--- src/hdl/rmbr_pkg.sv ---
// Shared constants, types and command structs for the raster to block reorder.
`default_nettype none
package rmbr_pkg;
    localparam int MAX_WIDTH  = 2048;
    localparam int BLOCK_SIDE = 8;
    localparam int COL_W      = $clog2(MAX_WIDTH);
    localparam int ROW_W      = $clog2(BLOCK_SIDE);
    localparam int ADDR_W     = COL_W + ROW_W;
    localparam int DEPTH      = BLOCK_SIDE * MAX_WIDTH;
    localparam int EW_W       = $clog2(MAX_WIDTH + 1);
    localparam int PX_W       = 24;
    localparam int BEAT_W     = 6;
    localparam logic [BEAT_W-1:0] BEAT_LAST = 6'd63;

    localparam logic FUNC_WRITE = 1'b0;
    localparam logic FUNC_PULL  = 1'b1;

    typedef enum logic [2:0] {
        CFG_IMAGE_WIDTH   = 3'd0,
        CFG_IMAGE_HEIGHT  = 3'd1,
        CFG_COLOR_MODE    = 3'd2,
        CFG_WIDTH_FACTOR  = 3'd3,
        CFG_HEIGHT_FACTOR = 3'd4
    } cfg_idx_t;

    typedef enum logic {
        ST_IDLE,
        ST_STREAM
    } state_t;

    typedef struct packed {
        logic              write;
        logic              pull;
        logic              issue;
        logic [BEAT_W-1:0] beat;
    } ctrl_cmd_t;

    typedef struct packed {
        logic pull_ok;
        logic advance;
    } ctrl_stat_t;
endpackage
`default_nettype wire

--- src/hdl/rmbr_ctrl.sv ---
// Controller: accepts beats and sequences the 64 band reads of a block pull.
`default_nettype none
module rmbr_ctrl (
    input  wire logic                 clk,
    input  wire logic                 rst_n,
    input  wire logic                 req_valid,
    input  wire logic                 req_func,
    input  wire rmbr_pkg::ctrl_stat_t stat,
    output logic                      req_ready,
    output rmbr_pkg::ctrl_cmd_t       cmd
);
    rmbr_pkg::state_t                 state_reg, state_next;
    logic [rmbr_pkg::BEAT_W-1:0]      beat_reg, beat_next;
    logic                             pull_start;

    assign pull_start = (state_reg == rmbr_pkg::ST_IDLE) && req_valid && stat.advance
                        && (req_func == rmbr_pkg::FUNC_PULL) && stat.pull_ok;

    always_comb
    begin
        state_next = state_reg;
        beat_next  = beat_reg;
        case (state_reg)
            rmbr_pkg::ST_IDLE:
            begin
                beat_next = '0;
                if (pull_start)
                begin
                    state_next = rmbr_pkg::ST_STREAM;
                end
            end
            rmbr_pkg::ST_STREAM:
            begin
                if (stat.advance)
                begin
                    beat_next = beat_reg + 1'b1;
                    if (beat_reg == rmbr_pkg::BEAT_LAST)
                    begin
                        state_next = rmbr_pkg::ST_IDLE;
                    end
                end
            end
            default:
            begin
                state_next = rmbr_pkg::ST_IDLE;
            end
        endcase
    end

    // Input beats wait while a held output beat stalls the output stage.
    always_comb
    begin
        req_ready = 1'b0;
        cmd       = '0;
        cmd.beat  = beat_reg;
        case (state_reg)
            rmbr_pkg::ST_IDLE:
            begin
                req_ready = stat.advance;
                cmd.write = req_valid && stat.advance && (req_func == rmbr_pkg::FUNC_WRITE);
                cmd.pull  = pull_start;
            end
            rmbr_pkg::ST_STREAM:
            begin
                cmd.issue = stat.advance;
            end
            default:
            begin
                req_ready = 1'b0;
            end
        endcase
    end

    always_ff @(posedge clk or negedge rst_n)
    begin
        if (!rst_n)
        begin
            state_reg <= rmbr_pkg::ST_IDLE;
            beat_reg  <= '0;
        end
        else
        begin
            state_reg <= state_next;
            beat_reg  <= beat_next;
        end
    end

    a_stream_ends: assert property (@(posedge clk) disable iff (!rst_n)
        (cmd.issue && beat_reg == rmbr_pkg::BEAT_LAST) |=> state_reg == rmbr_pkg::ST_IDLE)
        else $error("Stream did not end after the last beat.");
    a_pull_starts: assert property (@(posedge clk) disable iff (!rst_n)
        cmd.pull |=> (state_reg == rmbr_pkg::ST_STREAM && beat_reg == '0))
        else $error("Accepted pull did not start a stream at beat zero.");
    a_ready_idle: assert property (@(posedge clk) disable iff (!rst_n)
        req_ready |-> state_reg == rmbr_pkg::ST_IDLE)
        else $error("Input ready outside the idle state.");
endmodule
`default_nettype wire

--- config.mk ---
export PLATFORM = sky130hd
export DESIGN_NAME = rmbr_ctrl
export DESIGN_NICKNAME = d
export VERILOG_FILES = /design/src/hdl/rmbr_pkg.sv /design/src/hdl/rmbr_ctrl.sv
export SDC_FILE = /design/constraint.sdc
export NUM_CORES = 1
export LEC_CHECK = 0
export ABC_AREA = 0
export BUFFER_PORTS_ARGS = -buffer_cell sky130_fd_sc_hd__buf_2
export CAP_MARGIN = 20
export CORE_AREA = 2 2 39 41
export DETAILED_ROUTE_END_ITERATION = 10
export DIE_AREA = 0 0 41 43
export SYNTH_ARGS = -nofsm -noshare
export SYNTH_HDL_FRONTEND = slang
export SYNTH_SLANG_ARGS = --single-unit
--- constraint.sdc ---
create_clock -name clk -period 1.3 [get_ports clk]
set_input_delay 0.065 -clock clk [delete_from_list [all_inputs] [get_ports clk]]
set_output_delay 0.065 -clock clk [all_outputs]
set_load 0.02 [all_outputs]
Word-level counts from Yosys, hierarchy flattened:

Index checks and enable logic that the tools add are counted.

* $add $sub $neg: 1
* equal/unequal tests: 2
* muxes and demuxes: 9
* bitwise gates (word level): 2
* reduce and logical (&&, ||, !) cells: 6

Operators with widths (number)
* one-hot mux 6 bit (2 select lines): 1
* adder 6 x 1 -> 6 bit, second input constant: 1
* == test 6 bit, second input constant: 1
* logical AND 1 bit: 6
* two-way mux 6 bit: 1
* two-way mux 1 bit: 5
* two-way mux 2 bit: 1
* inequality test 2 bit, second input constant: 1
* inverter 1 bit: 2
* one-hot mux 1 bit (2 select lines): 1

* register bits: 7
* bits of input ports: 6
* output and inout port bits: 10
* word-level logic and storage cells: 22

Longest topological paths before layout:

* word-level depth: 7
* gate-level depth with buffers: 4
* gate-level depth less buffers: 4

Worst setup path after synthesis:

Ideal clock, no wire load.

* path kind: reg-to-reg
* start: reg beat_reg[0] in the netlist's numbering
* end: reg beat_reg[4] in the netlist's numbering
* library setup time: 0.119 ns
* data arrival time: 1.141 ns
* data required time: 1.181 ns
* path slack: 0.040 ns
* cell stages (with the launch flop): 5
* buffers on the path: 0
* clock period less this slack: 1.260 ns
* cells stage by stage: dfrtp_1 ha_1 nand4_1 xnor2_1 and2_1

* cells in the longest elaborated chain, start to end: 3

RTL lines
* start, declared: line rmbr_ctrl.sv:13 `logic [rmbr_pkg::BEAT_W-1:0] beat_reg, beat_next;`
* start signal, assigned: line rmbr_ctrl.sv:84 `beat_reg <= beat_next;`
* adder 6 x 1 -> 6 bit: line rmbr_ctrl.sv:36 `beat_next = beat_reg + 1'b1;`
* two-way mux 6 bit: line rmbr_ctrl.sv:34 `if (stat.advance)`
* one-hot mux 6 bit (2 select lines): line rmbr_ctrl.sv:23 `case (state_reg)`

Every way passes these cells. The select of a mux whose other input is x is not followed.
A chain may end at the register's enable or synchronous reset.

Worst setup path in the final report:

Same ends and word-level chain as after synthesis.

==> results.toml <==
[power_and_ir_drop]
p_leak_nw = 0.2573
p_total_w = 0.0008540
swShare_pct = 38.36
netSwitchingPower_w = 0.0003275
power_frac_comb_pct = 34.7
powerDensity_nw_per_um2 = 1677
p_int_w = 0.0005264
vdd_drop_max_mv = 0.7706
pwr-share-clk_pct = 23.8
seqPwrFrac_pct = 41.5

[drt]
post_drt_wl_per_cell_um = 10.92
wirelength_um = 786
dr_wl_met3_um = 43
wl_met2_um = 415
via_per_inst = 4.681
wl_met1_um = 312
dr.pass1.iters = 4
vias = 337
highest_layer = "met4"
drc = 0
detail-route-antenna-nets = 0
drtIter0Drc = 6

[clock_tree]
path_clk_slew_ns = 0.06
clockBufferDepth = 2
cts_tree = "yes"
worstSkewPairLatency_ns = 0.25
htree_levels = 1
clock_sinks = 7
cts_buffers = 3
clockRootBuffer = "clkbuf_4"

[synth]
synth_warnings = 0
syn_area_um2 = 376.6
ys_seq_elements = 7
async_flop_share_pct = 100.0
synthTopCellsByCount = "dfrtp_1, and2_1, nand2_1"
syn_nets = 43
synthCells = 36
synth_area_per_cell_um2 = 10.46
synth_top_area_cell = "dfrtp_1"
synth_top_area_share_pct = 46.51
synth_seq_area_share_pct = 46.51
ys_types = 16
ys.flop_type = "dfrtp_1"
synth.area.top_cells = "dfrtp_1, and2_1, xnor2_1"
yosysMostFrequentCell = "dfrtp_1"
synth-edff-count = 0

[flow_run]
cap_violations = 0

[critical_path]
crit_path_end_kind = "flop"
cp.depth = 4
path_buf_inv = 0
cpPeakStageDelay_ns = 0.44
cp_top_family = "flip-flops"
critPathArrivalTime_ns = 1.33
worstSetupPathType = "flop to flop"
start_kind = "flop"
crit_path_cell_trace = "ha_1, nand4_1, xnor2_1, and2_1"
critical_path_required_ns = 1.44
reg2reg_depth = 4
cp_slowest_cell = "dfrtp_1"
critPathMaxFanout = 4
reg2reg_from = "beat_reg[0]"
crit_path_start = "beat_reg[0]"

[global_route]
grt_pass1_wl_um = 1242
grt_util_all_layers_pct = 11.00
grt_pass1_vias = 295
grt_max_degree = 12
antenna_found_initial = 0
grt.overflow.total = 0

[sta]
rsz0062_at_grt = "false"
final_max_slew_viol_count = 0
slew_headroom_pct = 86.92
hold_violations = 0
tightestPinTransition_ns = 0.1962
tns_ns = 0
post-route-period-util_pct = 91.36
skew_ns = 0.006796
fmax_ghz = 0.8420
holdWs_ns = 0.1121
setup_viol = 0
period_minus_slack_ns = 1.188

[floorplan]
die_y_um = 43
start_util_pct = 27.22
die_x_um = 41
io_pins = 16
core-area_um2 = 1384
rows = 14
die_area_um2 = 1763

[finish]
n_fill_cell = 157
area_growth_pct = 35.22
fin_nets = 64
largest_reg_flops = 6
diodes = 0
drive_gt1_share_pct = 39.29
final_area_um2 = 509.2

[outcome]
status = "finished clean"

[min_path]
hold_start = "req_valid"
hold_depth = 3
hp-class = "primary input to flop"

[placement]
placed_area_um2 = 456.7
gp_congestion = 0.7204
port_buffers = 15
hpwl_um = 562.1
==> worst min-delay path, cell delays in order <==
cell	delay (ns)
buf_2	0.10
nand4_1	0.08
o21ai_0	0.07
==> cell type report <==
class / instances / area [um^2] / area share (%)
multi-input combinational: 27 / 186.4 / 36.61
sequential: 7 / 176.4 / 34.64
timing repair buffer: 18 / 100.1 / 19.66
clock buffer: 4 / 26.28 / 5.160
tap: 16 / 20.02 / 3.931
==> routing by layer <==
layer  GRT usage (%)  vias to the layer above
met3           1.571                        2
met5               0                        -
li1                -                      160
met4           12.00                        0
met1           12.75                      165
met2           15.31                       10
==> final timing paths <==
path                                to  slack [ns]
max in group asynchronous    state_reg        0.94
max                        beat_reg[4]        0.11
min reg2reg                  state_reg        0.53
max reg2reg                beat_reg[4]        0.11
min in group asynchronous  beat_reg[2]        0.17
min                          state_reg        0.11
==> per-stage QoR <==
stage | cells | util [%] | setup WS (ns)
2_1_floorplan | 36 | - | 0.03988
3_3_place_gp | 65 | 33.00 | 0.1682
3_5_place_dp | 65 | 33.00 | 0.1365
4_1_cts | 70 | 35.62 | 0.01356
5_1_grt | 72 | 36.80 | 0.01808
6_report | 72 | 36.80 | 0.1123
==> placed cells by master (no fill, tap or decap), types with 2 or more instances in the layout <==
cell	instances
nand4_1	2
and2_1	5
nor2_1	2
dfrtp_1	6
buf_4	2
o21ai_0	3
clkbuf_4	3
nand2_1	4
buf_2	15
xnor2_1	3
nor2b_1	2
==> timing repair <==
| item | 4_1_cts | 5_1_grt |
|---|---|---|
| hold buffers | 1 | 0 |
| buffers inserted | 0 | 2 |
| hold endpoints to repair | 7 | 0 |
| resized for setup | 0 | 1 |
| setup endpoints to repair | 0 | 1 |
==> power groups by stage <==
stage               logic, W  clock network [W]  registers (W)
finish              0.000296           0.000203       0.000354
global route        0.000337           0.000217       0.000363
CTS                 0.000268           0.000211       0.000361
detailed placement  0.000263                  0       0.000363
global placement    0.000262                  0       0.000360
floorplan           0.000142                  0       0.000393
==> logic make-up (layout without fill, tap and decap cells) <==
logic type | count (synthesis) | in the layout | share of synthesized area, %
adders and majority gates | 1 | 1 | 3.322
and+or+nand+nor | 17 | 17 | 28.24
xor gates and xnor gates | 4 | 4 | 9.304
buffers and inverters | 2 | 22 | 3.986
DFF | 7 | 7 | 46.51
AOI/OAI and AO/OA | 4 | 4 | 5.980
muxes | 1 | 1 | 2.658
Power figures use the tool's default switching activity.
